$ cat src/hdl/rpc_pkg.sv
// Types and constants of the rectangle polygon clipper.
`default_nettype none

package rpc_pkg;

   localparam int NUM_STAGES = 4;
   localparam int NUM_LEVELS = NUM_STAGES + 1;
   localparam int STG_W      = $clog2(NUM_STAGES);
   localparam int LVL_W      = $clog2(NUM_LEVELS);
   localparam int CLOSE_W    = $clog2(NUM_STAGES + 1);
   localparam int MAX_OUT    = 16;
   localparam int OUT_CNT_W  = $clog2(MAX_OUT + 1);
   localparam int REG_IDX_W  = 2;

   typedef enum logic [REG_IDX_W-1:0] {
      REG_BOX_X0,
      REG_BOX_Y0,
      REG_BOX_X1,
      REG_BOX_Y1
   } rpc_reg_type;

   typedef enum logic [2:0] {
      ST_IDLE,
      ST_SELECT,
      ST_MUL,
      ST_DIV,
      ST_FIN
   } rpc_state_type;

endpackage

`default_nettype wire

$ cat src/hdl/rpc_ifs.sv
// Valid/ready channel interfaces for polygon vertices and clipped results.
`default_nettype none

interface rpc_req_if #(parameter int COORD_BITS = 16);
   logic                         valid;
   logic                         ready;
   logic signed [COORD_BITS-1:0] vertex_x;
   logic signed [COORD_BITS-1:0] vertex_y;
   logic                         last_vertex;

   modport source (output valid, vertex_x, vertex_y, last_vertex, input ready);
   modport sink (input valid, vertex_x, vertex_y, last_vertex, output ready);
endinterface

interface rpc_rsp_if #(parameter int COORD_BITS = 16);
   logic                         valid;
   logic                         ready;
   logic signed [COORD_BITS-1:0] out_x;
   logic signed [COORD_BITS-1:0] out_y;
   logic                         out_last;
   logic                         empty_result;

   modport source (output valid, out_x, out_y, out_last, empty_result, input ready);
   modport sink (input valid, out_x, out_y, out_last, empty_result, output ready);
endinterface

`default_nettype wire

$ cat src/hdl/rect_polygon_clipper.sv
// Streaming Sutherland-Hodgman clipper of a polygon against a rectangle.
//
//   channel   direction  payload                                 handshake
//   req_bus   in         vertex_x, vertex_y, last_vertex         valid/ready
//   rsp_bus   out        out_x, out_y, out_last, empty_result    valid/ready
//   csr_*     in         csr_index, csr_wdata                    csr_wr_en
//
// One vertex at a time: req_bus.ready is high only while the sequencer is idle.
// The sequencer moves each edge item through the four stages; a boundary crossing
// is computed in the shared shift-add multiplier and then the restoring divider.
// Reset is synchronous and clears all stages, the held-back vertex and the box.
// A full result register stalls the sequencer; a new vertex is still taken
// while the last result of the previous one waits.
`default_nettype none

module rect_polygon_clipper #(
   parameter int COORD_BITS = 16
) (
   input  wire logic                           clock,
   input  wire logic                           reset,
   rpc_req_if.sink                             req_bus,
   rpc_rsp_if.source                           rsp_bus,
   input  wire logic                           csr_wr_en,
   input  wire logic [rpc_pkg::REG_IDX_W-1:0]  csr_index,
   input  wire logic [COORD_BITS-1:0]          csr_wdata
);

   import rpc_pkg::*;

   localparam int W  = COORD_BITS;
   localparam int AW = W + 1;
   localparam int PW = 2 * AW;
   localparam int BW = W + 3;
   localparam int CW = $clog2(PW);

   rpc_state_type state_ff, state_in;

   logic signed [W-1:0] box_x0_ff, box_y0_ff, box_x1_ff, box_y1_ff;
   logic signed [W-1:0] box_x0_in, box_y0_in, box_x1_in, box_y1_in;
   logic signed [W-1:0] lim [NUM_STAGES];

   logic signed [W-1:0] pend_x_ff [NUM_LEVELS][2];
   logic signed [W-1:0] pend_y_ff [NUM_LEVELS][2];
   logic [1:0]          pend_n_ff [NUM_LEVELS];
   logic signed [W-1:0] pend_x_in [NUM_LEVELS][2];
   logic signed [W-1:0] pend_y_in [NUM_LEVELS][2];
   logic [1:0]          pend_n_in [NUM_LEVELS];

   logic signed [W-1:0]   first_x_ff [NUM_STAGES], first_y_ff [NUM_STAGES];
   logic signed [W-1:0]   prev_x_ff [NUM_STAGES], prev_y_ff [NUM_STAGES];
   logic signed [W-1:0]   first_x_in [NUM_STAGES], first_y_in [NUM_STAGES];
   logic signed [W-1:0]   prev_x_in [NUM_STAGES], prev_y_in [NUM_STAGES];
   logic [NUM_STAGES-1:0] started_ff, started_in;

   logic                 hold_valid_ff, hold_valid_in;
   logic signed [W-1:0]  hold_x_ff, hold_y_ff, hold_x_in, hold_y_in;
   logic [OUT_CNT_W-1:0] coll_cnt_ff, coll_cnt_in;
   logic                 last_ff, last_in;
   logic                 closing_ff, closing_in;
   logic [CLOSE_W-1:0]   close_idx_ff, close_idx_in;

   logic [STG_W-1:0]    ed_lvl_ff, ed_lvl_in;
   logic signed [W-1:0] ed_qx_ff, ed_qy_ff, ed_qx_in, ed_qy_in;
   logic                ed_qin_ff, ed_qin_in;
   logic signed [W-1:0] ed_b_ff, ed_b_in;
   logic signed [W-1:0] ed_o1_ff, ed_o1_in;
   logic                ed_neg_ff, ed_neg_in;
   logic [AW-1:0]       ed_ud_ff, ed_ud_in;
   logic [AW-1:0]       ed_uc_ff, ed_uc_in;
   logic [PW-1:0]       acc_ff, acc_in;
   logic [AW-1:0]       rem_ff, rem_in;
   logic [CW-1:0]       cnt_ff, cnt_in;

   logic                out_valid_ff, out_valid_in;
   logic signed [W-1:0] out_x_ff, out_y_ff, out_x_in, out_y_in;
   logic                out_last_ff, out_last_in;
   logic                out_empty_ff, out_empty_in;
   logic                out_free;

   // level selection and edge operands
   logic                sel_found;
   logic [LVL_W-1:0]    sel_lvl;
   logic [STG_W-1:0]    e_lvl;
   logic signed [W-1:0] e_px, e_py, e_qx, e_qy;
   logic signed [W-1:0] e_axp, e_axq, e_otp, e_otq, e_b;
   logic                e_pin, e_qin;
   logic signed [AW-1:0] e_da, e_dc, e_dd;
   logic [AW-1:0]       e_ua, e_uc, e_ud;

   // sequencer temporaries
   logic                edge_en;
   logic                pop_en;
   logic                push_en, push_two;
   logic [LVL_W-1:0]    push_lvl;
   logic signed [W-1:0] push0_x, push0_y, push1_x, push1_y;
   logic [AW:0]         mul_sum;
   logic [AW:0]         div_rsh;
   logic                div_ge;
   logic signed [BW-1:0] fin_o1, fin_q, fin_base, fin_adj;
   logic signed [W-1:0] fin_res;

   assign req_bus.ready        = (state_ff == ST_IDLE);
   assign rsp_bus.valid        = out_valid_ff;
   assign rsp_bus.out_x        = out_x_ff;
   assign rsp_bus.out_y        = out_y_ff;
   assign rsp_bus.out_last     = out_last_ff;
   assign rsp_bus.empty_result = out_empty_ff;
   assign out_free             = !out_valid_ff || rsp_bus.ready;

   always_comb begin
      box_x0_in = box_x0_ff;
      box_y0_in = box_y0_ff;
      box_x1_in = box_x1_ff;
      box_y1_in = box_y1_ff;
      if (csr_wr_en) begin
         unique case (rpc_reg_type'(csr_index))
            REG_BOX_X0: box_x0_in = csr_wdata;
            REG_BOX_Y0: box_y0_in = csr_wdata;
            REG_BOX_X1: box_x1_in = csr_wdata;
            REG_BOX_Y1: box_y1_in = csr_wdata;
         endcase
      end
   end

   always_comb begin
      lim[0] = (box_x0_ff < box_x1_ff) ? box_x0_ff : box_x1_ff;
      lim[1] = (box_x0_ff < box_x1_ff) ? box_x1_ff : box_x0_ff;
      lim[2] = (box_y0_ff < box_y1_ff) ? box_y0_ff : box_y1_ff;
      lim[3] = (box_y0_ff < box_y1_ff) ? box_y1_ff : box_y0_ff;
   end

   // deepest level with pending work goes first
   always_comb begin
      sel_found = 1'b0;
      sel_lvl   = '0;
      for (int l = 0; l < NUM_LEVELS; l++) begin
         if (pend_n_ff[l] != 2'd0) begin
            sel_found = 1'b1;
            sel_lvl   = LVL_W'(l);
         end
      end
   end

   always_comb begin
      e_lvl = sel_found ? sel_lvl[STG_W-1:0] : close_idx_ff[STG_W-1:0];
      e_px  = prev_x_ff[e_lvl];
      e_py  = prev_y_ff[e_lvl];
      e_qx  = sel_found ? pend_x_ff[sel_lvl][0] : first_x_ff[e_lvl];
      e_qy  = sel_found ? pend_y_ff[sel_lvl][0] : first_y_ff[e_lvl];
      // bottom and top stages test y and interpolate x
      e_axp = e_lvl[1] ? e_py : e_px;
      e_axq = e_lvl[1] ? e_qy : e_qx;
      e_otp = e_lvl[1] ? e_px : e_py;
      e_otq = e_lvl[1] ? e_qx : e_qy;
      e_b   = lim[e_lvl];
      e_pin = e_lvl[0] ? (e_axp <= e_b) : (e_axp >= e_b);
      e_qin = e_lvl[0] ? (e_axq <= e_b) : (e_axq >= e_b);
      e_da  = {e_b[W-1], e_b} - {e_axp[W-1], e_axp};
      e_dc  = {e_otq[W-1], e_otq} - {e_otp[W-1], e_otp};
      e_dd  = {e_axq[W-1], e_axq} - {e_axp[W-1], e_axp};
      e_ua  = e_da[AW-1] ? AW'(~e_da + 1'b1) : AW'(e_da);
      e_uc  = e_dc[AW-1] ? AW'(~e_dc + 1'b1) : AW'(e_dc);
      e_ud  = e_dd[AW-1] ? AW'(~e_dd + 1'b1) : AW'(e_dd);
   end

   always_comb begin
      state_in      = state_ff;
      pend_x_in     = pend_x_ff;
      pend_y_in     = pend_y_ff;
      pend_n_in     = pend_n_ff;
      first_x_in    = first_x_ff;
      first_y_in    = first_y_ff;
      prev_x_in     = prev_x_ff;
      prev_y_in     = prev_y_ff;
      started_in    = started_ff;
      hold_valid_in = hold_valid_ff;
      hold_x_in     = hold_x_ff;
      hold_y_in     = hold_y_ff;
      coll_cnt_in   = coll_cnt_ff;
      last_in       = last_ff;
      closing_in    = closing_ff;
      close_idx_in  = close_idx_ff;
      ed_lvl_in     = ed_lvl_ff;
      ed_qx_in      = ed_qx_ff;
      ed_qy_in      = ed_qy_ff;
      ed_qin_in     = ed_qin_ff;
      ed_b_in       = ed_b_ff;
      ed_o1_in      = ed_o1_ff;
      ed_neg_in     = ed_neg_ff;
      ed_ud_in      = ed_ud_ff;
      ed_uc_in      = ed_uc_ff;
      acc_in        = acc_ff;
      rem_in        = rem_ff;
      cnt_in        = cnt_ff;
      out_valid_in  = out_valid_ff && !rsp_bus.ready;
      out_x_in      = out_x_ff;
      out_y_in      = out_y_ff;
      out_last_in   = out_last_ff;
      out_empty_in  = out_empty_ff;
      edge_en       = 1'b0;
      pop_en        = 1'b0;
      push_en       = 1'b0;
      push_two      = 1'b0;
      push_lvl      = LVL_W'(e_lvl) + LVL_W'(1);
      push0_x       = e_px;
      push0_y       = e_py;
      push1_x       = e_qx;
      push1_y       = e_qy;
      mul_sum       = {1'b0, acc_ff[PW-1:AW]};
      div_rsh       = {rem_ff, acc_ff[PW-1]};
      div_ge        = 1'b0;
      fin_o1        = {{3{ed_o1_ff[W-1]}}, ed_o1_ff};
      fin_q         = {2'b00, acc_ff[AW-1:0]};
      fin_base      = '0;
      fin_adj       = '0;
      fin_res       = '0;

      unique case (state_ff)
         ST_IDLE: begin
            if (req_bus.valid) begin
               pend_x_in[0][0] = req_bus.vertex_x;
               pend_y_in[0][0] = req_bus.vertex_y;
               pend_n_in[0]    = 2'd1;
               last_in         = req_bus.last_vertex;
               closing_in      = req_bus.last_vertex;
               close_idx_in    = '0;
               coll_cnt_in     = hold_valid_ff ? OUT_CNT_W'(1) : '0;
               state_in        = ST_SELECT;
            end
         end

         ST_SELECT: begin
            priority if (sel_found && sel_lvl == LVL_W'(NUM_STAGES)) begin
               // collect a clipped vertex, keeping the newest one held back, or drop it once MAX_OUT are collected
               if (coll_cnt_ff >= OUT_CNT_W'(MAX_OUT)) begin
                  pop_en = 1'b1;
               end else if (!hold_valid_ff) begin
                  hold_valid_in = 1'b1;
                  hold_x_in     = pend_x_ff[sel_lvl][0];
                  hold_y_in     = pend_y_ff[sel_lvl][0];
                  coll_cnt_in   = coll_cnt_ff + 1'b1;
                  pop_en        = 1'b1;
               end else if (out_free) begin
                  out_valid_in = 1'b1;
                  out_x_in     = hold_x_ff;
                  out_y_in     = hold_y_ff;
                  out_last_in  = 1'b0;
                  out_empty_in = 1'b0;
                  hold_x_in    = pend_x_ff[sel_lvl][0];
                  hold_y_in    = pend_y_ff[sel_lvl][0];
                  coll_cnt_in  = coll_cnt_ff + 1'b1;
                  pop_en       = 1'b1;
               end
            end else if (sel_found) begin
               pop_en           = 1'b1;
               prev_x_in[e_lvl] = e_qx;
               prev_y_in[e_lvl] = e_qy;
               if (!started_ff[e_lvl]) begin
                  started_in[e_lvl] = 1'b1;
                  first_x_in[e_lvl] = e_qx;
                  first_y_in[e_lvl] = e_qy;
               end else begin
                  edge_en = 1'b1;
               end
            end else if (closing_ff && close_idx_ff < CLOSE_W'(NUM_STAGES)) begin
               // closing edge back to the first vertex, one stage at a time
               close_idx_in = close_idx_ff + 1'b1;
               if (started_ff[e_lvl]) begin
                  started_in[e_lvl] = 1'b0;
                  edge_en           = 1'b1;
               end
            end else if (!last_ff) begin
               state_in = ST_IDLE;
            end else if (out_free) begin
               out_valid_in  = 1'b1;
               out_x_in      = hold_valid_ff ? hold_x_ff : '0;
               out_y_in      = hold_valid_ff ? hold_y_ff : '0;
               out_last_in   = 1'b1;
               out_empty_in  = !hold_valid_ff;
               hold_valid_in = 1'b0;
               state_in      = ST_IDLE;
            end

            if (edge_en) begin
               if (e_pin && e_qin) begin
                  push_en = 1'b1;
                  push0_x = e_qx;
                  push0_y = e_qy;
               end else if (e_pin || e_qin) begin
                  if (e_dd == '0) begin
                     push_en  = 1'b1;
                     push_two = e_qin;
                  end else begin
                     ed_lvl_in = e_lvl;
                     ed_qx_in  = e_qx;
                     ed_qy_in  = e_qy;
                     ed_qin_in = e_qin;
                     ed_b_in   = e_b;
                     ed_o1_in  = e_otp;
                     ed_neg_in = e_da[AW-1] ^ e_dc[AW-1] ^ e_dd[AW-1];
                     ed_ud_in  = e_ud;
                     ed_uc_in  = e_uc;
                     acc_in    = {{AW{1'b0}}, e_ua};
                     cnt_in    = '0;
                     state_in  = ST_MUL;
                  end
               end
            end
         end

         ST_MUL: begin
            // shift-add, one multiplier bit per cycle
            if (acc_ff[0]) begin
               mul_sum = {1'b0, acc_ff[PW-1:AW]} + {1'b0, ed_uc_ff};
            end
            acc_in = {mul_sum, acc_ff[AW-1:1]};
            cnt_in = cnt_ff + 1'b1;
            if (cnt_ff == CW'(AW - 1)) begin
               cnt_in   = '0;
               rem_in   = '0;
               state_in = ST_DIV;
            end
         end

         ST_DIV: begin
            // restoring division, one quotient bit per cycle
            div_ge = div_rsh >= {1'b0, ed_ud_ff};
            rem_in = div_ge ? AW'(div_rsh - {1'b0, ed_ud_ff}) : AW'(div_rsh);
            acc_in = {acc_ff[PW-2:0], div_ge};
            cnt_in = cnt_ff + 1'b1;
            if (cnt_ff == CW'(PW - 1)) begin
               state_in = ST_FIN;
            end
         end

         ST_FIN: begin
            fin_base = ed_neg_ff ? fin_o1 - fin_q : fin_o1 + fin_q;
            fin_adj  = fin_base;
            // round the exact intersection coordinate toward zero
            if (rem_ff != '0) begin
               if (!ed_neg_ff && fin_base[BW-1]) begin
                  fin_adj = fin_base + BW'(1);
               end else if (ed_neg_ff && !fin_base[BW-1] && fin_base != '0) begin
                  fin_adj = fin_base - BW'(1);
               end
            end
            fin_res  = fin_adj[W-1:0];
            push_en  = 1'b1;
            push_two = ed_qin_ff;
            push_lvl = LVL_W'(ed_lvl_ff) + LVL_W'(1);
            push0_x  = ed_lvl_ff[1] ? fin_res : ed_b_ff;
            push0_y  = ed_lvl_ff[1] ? ed_b_ff : fin_res;
            push1_x  = ed_qx_ff;
            push1_y  = ed_qy_ff;
            state_in = ST_SELECT;
         end

         default: state_in = ST_IDLE;
      endcase

      if (pop_en) begin
         pend_x_in[sel_lvl][0] = pend_x_ff[sel_lvl][1];
         pend_y_in[sel_lvl][0] = pend_y_ff[sel_lvl][1];
         pend_n_in[sel_lvl]    = pend_n_ff[sel_lvl] - 1'b1;
      end
      if (push_en) begin
         pend_x_in[push_lvl][0] = push0_x;
         pend_y_in[push_lvl][0] = push0_y;
         pend_x_in[push_lvl][1] = push1_x;
         pend_y_in[push_lvl][1] = push1_y;
         pend_n_in[push_lvl]    = push_two ? 2'd2 : 2'd1;
      end
   end

   always_ff @(posedge clock) begin
      if (reset) begin
         state_ff      <= ST_IDLE;
         box_x0_ff     <= '0;
         box_y0_ff     <= '0;
         box_x1_ff     <= '0;
         box_y1_ff     <= '0;
         pend_n_ff     <= '{default: '0};
         started_ff    <= '0;
         hold_valid_ff <= 1'b0;
         coll_cnt_ff   <= '0;
         last_ff       <= 1'b0;
         closing_ff    <= 1'b0;
         close_idx_ff  <= '0;
         cnt_ff        <= '0;
         out_valid_ff  <= 1'b0;
      end else begin
         state_ff      <= state_in;
         box_x0_ff     <= box_x0_in;
         box_y0_ff     <= box_y0_in;
         box_x1_ff     <= box_x1_in;
         box_y1_ff     <= box_y1_in;
         pend_n_ff     <= pend_n_in;
         started_ff    <= started_in;
         hold_valid_ff <= hold_valid_in;
         coll_cnt_ff   <= coll_cnt_in;
         last_ff       <= last_in;
         closing_ff    <= closing_in;
         close_idx_ff  <= close_idx_in;
         cnt_ff        <= cnt_in;
         out_valid_ff  <= out_valid_in;
      end
   end

   always_ff @(posedge clock) begin
      pend_x_ff    <= pend_x_in;
      pend_y_ff    <= pend_y_in;
      first_x_ff   <= first_x_in;
      first_y_ff   <= first_y_in;
      prev_x_ff    <= prev_x_in;
      prev_y_ff    <= prev_y_in;
      hold_x_ff    <= hold_x_in;
      hold_y_ff    <= hold_y_in;
      ed_lvl_ff    <= ed_lvl_in;
      ed_qx_ff     <= ed_qx_in;
      ed_qy_ff     <= ed_qy_in;
      ed_qin_ff    <= ed_qin_in;
      ed_b_ff      <= ed_b_in;
      ed_o1_ff     <= ed_o1_in;
      ed_neg_ff    <= ed_neg_in;
      ed_ud_ff     <= ed_ud_in;
      ed_uc_ff     <= ed_uc_in;
      acc_ff       <= acc_in;
      rem_ff       <= rem_in;
      out_x_ff     <= out_x_in;
      out_y_ff     <= out_y_in;
      out_last_ff  <= out_last_in;
      out_empty_ff <= out_empty_in;
   end

endmodule

`default_nettype wire

$ cat src/flat_wrapper.sv
// flat-port wrapper written by rule: the top's interface ports become plain ports
module rect_polygon_clipper_flat import rpc_pkg::*;
#(
   parameter int COORD_BITS = 16
)
  (clock, reset, csr_wr_en, csr_index, csr_wdata, req_bus_valid, req_bus_vertex_x, req_bus_vertex_y, req_bus_last_vertex, req_bus_ready, rsp_bus_valid, rsp_bus_out_x, rsp_bus_out_y, rsp_bus_out_last, rsp_bus_empty_result, rsp_bus_ready);
  rpc_req_if #(.COORD_BITS(COORD_BITS)) req_bus_i ();
  rpc_rsp_if #(.COORD_BITS(COORD_BITS)) rsp_bus_i ();
  input  wire logic clock;
  input  wire logic reset;
  input  wire logic csr_wr_en;
  input  wire logic [rpc_pkg::REG_IDX_W-1:0] csr_index;
  input  wire logic [COORD_BITS-1:0] csr_wdata;
  input wire logic [$bits(req_bus_i.valid)-1:0] req_bus_valid;
  input wire logic [$bits(req_bus_i.vertex_x)-1:0] req_bus_vertex_x;
  input wire logic [$bits(req_bus_i.vertex_y)-1:0] req_bus_vertex_y;
  input wire logic [$bits(req_bus_i.last_vertex)-1:0] req_bus_last_vertex;
  output wire logic [$bits(req_bus_i.ready)-1:0] req_bus_ready;
  output wire logic [$bits(rsp_bus_i.valid)-1:0] rsp_bus_valid;
  output wire logic [$bits(rsp_bus_i.out_x)-1:0] rsp_bus_out_x;
  output wire logic [$bits(rsp_bus_i.out_y)-1:0] rsp_bus_out_y;
  output wire logic [$bits(rsp_bus_i.out_last)-1:0] rsp_bus_out_last;
  output wire logic [$bits(rsp_bus_i.empty_result)-1:0] rsp_bus_empty_result;
  input wire logic [$bits(rsp_bus_i.ready)-1:0] rsp_bus_ready;
  assign req_bus_i.valid = req_bus_valid;
  assign req_bus_i.vertex_x = req_bus_vertex_x;
  assign req_bus_i.vertex_y = req_bus_vertex_y;
  assign req_bus_i.last_vertex = req_bus_last_vertex;
  assign req_bus_ready = req_bus_i.ready;
  assign rsp_bus_valid = rsp_bus_i.valid;
  assign rsp_bus_out_x = rsp_bus_i.out_x;
  assign rsp_bus_out_y = rsp_bus_i.out_y;
  assign rsp_bus_out_last = rsp_bus_i.out_last;
  assign rsp_bus_empty_result = rsp_bus_i.empty_result;
  assign rsp_bus_i.ready = rsp_bus_ready;
  rect_polygon_clipper #(.COORD_BITS(COORD_BITS)) u_core (.clock(clock), .reset(reset), .req_bus(req_bus_i), .rsp_bus(rsp_bus_i), .csr_wr_en(csr_wr_en), .csr_index(csr_index), .csr_wdata(csr_wdata));
endmodule
$ cat config.mk
export PLATFORM = sky130hd
export DESIGN_NAME = rect_polygon_clipper_flat
export DESIGN_NICKNAME = d
export VERILOG_FILES = /design/src/hdl/rpc_pkg.sv /design/src/hdl/rpc_ifs.sv /design/src/hdl/rect_polygon_clipper.sv /design/src/flat_wrapper.sv
export SDC_FILE = /design/constraint.sdc
export NUM_CORES = 2
export LEC_CHECK = 0
export BUFFER_PORTS_ARGS = -buffer_cell sky130_fd_sc_hd__buf_2
export CORE_MARGIN = 5
export CORE_UTILIZATION = 50
export CTS_BUF_LIST = sky130_fd_sc_hd__clkbuf_8 sky130_fd_sc_hd__clkbuf_16
export DETAILED_ROUTE_END_ITERATION = 12
export PLACE_DENSITY = 0.66
export SETUP_SLACK_MARGIN = 0.05
export SLEW_MARGIN = 40
export SYNTH_ARGS = -nofsm -noshare
export SYNTH_HDL_FRONTEND = slang
export SYNTH_SLANG_ARGS = --single-unit
export TNS_END_PERCENT = 30
$ cat constraint.sdc
create_clock -name clock -period 14.05 [get_ports clock]
set_input_delay 2.81 -clock clock [delete_from_list [all_inputs] [get_ports clock]]
set_output_delay 2.81 -clock clock [all_outputs]
set_load 0.01 [all_outputs]
After elaboration in Yosys (flattened, before gate mapping). Index checks and enable logic that the tools add are counted.

Bits in registers: 893. Bits in latches: 0. RAM bits: 0. Memory bits (read-only): 0. Bits of input ports: 56. Memories kept: 0.

$add $sub $neg: 18. Multiply operators: 0. Div/mod/pow operators: 0. Magnitude comparators: 17. Equality and inequality tests: 29. Shift operators: 0. Mux-type cells: 218. Bitwise logic cells: 16. Reduce and logical (&&, ||, !) cells: 52.

Operators by type and width (number): $mux 16 (61); $bwmux 160 (6); $mux 160 (4); $demux 32 s3 (3); $bwmux 64 (4); $bmux 32 s3 (2); $mux 32 (6); $bmux 16 s2 (5); $mux 34 (4); $pmux 34 s3 (1); $pmux 16 s2 (2); $mux 1 (56); $mux 3 (18); $add 17x1->17 const B (3); $mux 17 (3); $not 17->17 (3); $sub 16x16->17 (3); $pmux 17 s2 (1); $demux 16 s2 (1); $ge 16x16->1 (2); $le 16x16->1 (2); $lt 16x16->1 (2); $mux 6 (5); $mux 5 (5); other kinds (68) (148).

Longest topological paths before layout.
Word-level depth: 23. Mapped depth: 38.

Worst setup path after synthesis. No wires, ideal clock.

Path kind: register -> register. Start: register u_core.pend_n_ff[2] (netlist bit). End: register u_core.ed_b_ff[0], enable pin. Setup time: 0.564 ns. Data arrival time: 9.803 ns. Slack: 3.683 ns. Stages on the path, launching flop included: 23. Buffers on the path: 5. Period minus slack after synthesis: 10.367 ns. Cells stage by stage: dfxtp_1 -> or4_1 -> a32oi_2 -> clkbuf_1 -> buf_1 -> clkbuf_1 -> clkbuf_1 -> buf_1 -> o21ai_0 -> ha_1 -> or3_1 -> a31oi_1 -> nand2_1 -> a41o_1 -> o31a_1 -> o21ai_0 -> a21boi_0 -> o22ai_1 -> clkinv_1 -> ha_1 -> nor2_1 -> nand2_1 -> nor2_1.

Word-level cells in the longest chain between the ends: 15. Elaborated cells between the ends (all ways): 55. Classes of those cells: add/sub: 1; order compare: 4; eq/ne: 1; mux: 39; bitwise: 4; reduce/logical: 6.

Ends and longest elaborated chain: start: declaration (line rect_polygon_clipper.sv:44) `logic [1:0] pend_n_ff [NUM_LEVELS];`; start signal: assignment (line rect_polygon_clipper.sv:397) `pend_n_ff <= pend_n_in;`; $reduce_bool 2->1 (*) (line rect_polygon_clipper.sv:137) `if (pend_n_ff[l] != 2'd0) begin`; parallel branches: the longest is 13 deep, another holds $sub 16x16->17; $reduce_and 5->1 (no line) (*); end signal: assignment (line rect_polygon_clipper.sv:422) `ed_b_ff <= ed_b_in;`; end: declaration (line rect_polygon_clipper.sv:65) `logic signed [W-1:0] ed_b_ff, ed_b_in;`.

Every way passes the cells marked *. The select of a mux whose other input is x is not followed. A chain may end at the register's enable or synchronous reset.

==> out/qor.yml <==
timing:
  rsz0062_at_grt: "no"
  fmax_ghz: 0.0949
  period_minus_slack_ps: 10540
  skew_ps: 52.0
  hold_ws_ps: 468
  relSlewSlack: 0.384
  setup_viol: 0
  fin_tns_setup_ps: 0
  slew_viol_final: 0
  tightest_slew_ps: 925
  hold_viol_final: 0
  post-route-period-util: 0.750
logic_synthesis:
  yosysWarnings: 0
  synth_top_area_share: 0.401
  yosys-top-cells-area: "edfxtp_1 (40%), dfxtp_1 (11%), nand2_1 (7.5%), ha_1 (4.2%), a21oi_1 (4.1%)"
  synthArstFlopShare: 0
  synth_edf_count: 635
  ys_ff_latch: 893
  syn_area_um2: 47500
  synthMostInstantiatedCell: "nand2_1"
  synth_ff_type: "edfxtp_1"
  avgSynthCellArea_um2: 9.50
  netlist_instances: 5000
  yosysSeqAreaShare: 0.510
  yosysTopAreaCell: "edfxtp_1"
  ys_types: 112
  synth_common_cells: "nand2_1 (951), edfxtp_1 (635), a21oi_1 (390), nor2_1 (386), dfxtp_1 (258)"
worst_setup_path:
  cp_max_fo: 57
  cp.arrival_ps: 11060
  r2r_cells: 31
  crit_type: "reg -> reg"
  cp-end-kind: "register"
  r2r_slack_ps: 3510
  crit_slowest_cell: "clkinv_2"
  cp_data_required_time_ps: 14570
  worstSetupStartpointType: "register"
  r2r_start: "u_core.pend_n_ff[0]$_SDFF_PP0_"
  path_common_cell: "buf_4"
  critPathMaxStageDelay_ps: 630
  reg2reg_to: "u_core.pend_y_ff[29]$_DFF_P_"
pwr:
  peakVddDrop_v: 0.0000969
  switching_power_uw: 2440
  p_per_area_nw_per_um2: 144
  leakage_uw: 0.0202
  total_power_uw: 7650
  swShare: 0.318
  p_clk_frac: 0.339
  seqPwrFrac: 0.412
  comb_power_share: 0.249
  p_int_uw: 5210
drt:
  ant_nets: 0
  drt_iter0_drc: 5219
  wl_per_cell_um: 24.2
  drc: 0
  vias: 39100
  finalWirelength_um: 155000
  avgViaCountPerCell: 6.10
  first_pass_iters: 8
global_routing:
  grt_max_degree: 134
  grt_pass1_wl_um: 230000
  grt.overflow.total: 0
  grt_pass1_vias: 35800
  track_usage: 0.295
  antenna_found_initial: 9
flow_run:
  maxCapViolations: 0
floorplanning:
  fp.dieH_um: 318
  initial_core_util: 0.502
  ios: 92
  rows: 113
  die_w_um: 318
  core_um2: 94700
  dieArea_um2: 101000
cells_and_area:
  register_area_um2: 24200
  utilization: 0.561
  nets: 5278
  area_growth_pct: 11.8
  drive_gt1_frac: 0.0926
  final_area_um2: 53100
  multi_input_area_um2: 22000
  n_fill_cell: 8185
clock_network:
  clk_path_buf_depth: 3
  cts_sinks: 893
  clk_latency_ps: 710
  hold_buffers: 0
  cts_tree: "done"
  cts_setup_buffers: 0
  htreeDepth: 3
  cts-root-buf: "clkbuf_16"
  cts_buffers: 97
  cts-resized-gates: 0
  clkSlewWorstSetupHoldPaths_ps: 60
placed_design:
  placed_area_um2: 49700
  place_congestion: 0.948
  numPortBuffers: 91
  hpwlAfterDp_um: 106000
min_path:
  hold_path_end: "u_core.box_y0_ff[0]$_SDFFE_PP0P_"
  hold-path-cell-count: 2
  hold_class: "reg -> reg"
  min_from: "u_core.box_y0_ff[0]$_SDFFE_PP0P_"
outcome:
  status: "finished, final reports clean"
[sequential cells by signal (all words and copies together), names as in the netlist, 17 cells and up, named ones only]
| signal | flops |
|---|---|
| u_core.prev_x_ff | 64 |
| u_core.ed_uc_ff | 17 |
| u_core.first_x_ff | 64 |
| u_core.pend_y_ff | 160 |
| u_core.acc_ff | 34 |
| u_core.prev_y_ff | 64 |
| u_core.rem_ff | 17 |
| u_core.pend_x_ff | 160 |
| u_core.ed_ud_ff | 17 |
| u_core.first_y_ff | 64 |
[how the worst max path moves through the flow]
stage / to / cells after the start / slack (ps) / from
floorplan: u_core.ed_b_ff[0]$_DFFE_PP_ / 22 / 3680 / u_core.pend_n_ff[2]$_SDFF_PP0_
detailed placement: u_core.pend_n_ff[0]$_SDFF_PP0_ / 34 / 3500 / u_core.pend_n_ff[0]$_SDFF_PP0_
finish: u_core.pend_y_ff[29]$_DFF_P_ / 31 / 3510 / u_core.pend_n_ff[0]$_SDFF_PP0_
global route: u_core.pend_y_ff[29]$_DFF_P_ / 31 / 2990 / u_core.pend_n_ff[0]$_SDFF_PP0_
CTS: u_core.pend_y_ff[29]$_DFF_P_ / 34 / 3370 / u_core.pend_n_ff[0]$_SDFF_PP0_
global placement: u_core.pend_n_ff[0]$_SDFF_PP0_ / 34 / 3770 / u_core.pend_n_ff[0]$_SDFF_PP0_
[cell families after synthesis]
group | synth area share
DFF | 0.510
other | 0.0000789
muxes | 0.0306
adders and majority gates | 0.0447
and+or+nand+nor | 0.195
buffers and inverters | 0.0398
AOI/OAI and AO/OA | 0.153
xor gates and xnor gates | 0.0271
[metal layers]
layer | part of all wire | global-route usage
met2 | 0.43 | 0.439
met3 | 0.12 | 0.0744
met4 | 0.036 | 0.0978
met1 | 0.42 | 0.424
met5 | 0.00017 | 0
[area by class of cell]
type | count | share of cell area
Sequential cell | 893 | 0.456
Clock buffer | 110 | 0.0497
Multi-Input combinational cell | 3703 | 0.414
Inverter | 162 | 0.0117
Clock inverter | 72 | 0.0117
Antenna cell | 3 | 0.000141
Tap cell | 1265 | 0.0298
Timing Repair Buffer | 199 | 0.0266
[worst max-delay path: cells and delay by family, from the launching register on]
family / cells / cell delay (ps)
AO/OA/AOI/OAI: 12 / 2950
adder cells (fa/ha/maj): 2 / 710
buffers and inverters: 8 / 3640
flip-flops: 1 / 460
multiplexers: 1 / 400
AND/OR/NAND/NOR: 8 / 2000
[placed cells by master, fill, tap and decap left out, types with 100 or more instances in the layout]
cell / netlist / final
o21ai_0: 183 / 177
edfxtp_1: 635 / 635
inv_1: 155 / 177
nor2_1: 386 / 373
ha_1: 160 / 160
a211oi_1: 113 / 113
a21oi_1: 390 / 385
clkbuf_16: 0 / 100
mux2i_1: 135 / 128
o211ai_1: 109 / 109
nand3_1: 223 / 218
dfxtp_1: 258 / 257
nand2_1: 951 / 949
nor2b_1: 121 / 120
[per-stage QoR]
step	setup slack (ps)	cells
after detailed placement	3500	6221
final	3510	6407
after global routing	2990	6406
after floorplan	3680	5063
after global placement	3770	6213
after CTS	3370	6403
[power groups by stage]
stage               combinational, µW  clock [µW]  sequential (µW)
detailed placement               1840           0             3200
global placement                 1810           0             3200
global route                     2040        2740             3160
finish                           1900        2590             3150
floorplan                        1180           0             3180
CTS                              1850        2630             3150
Note: power is estimated with default switching activity, not from simulation.
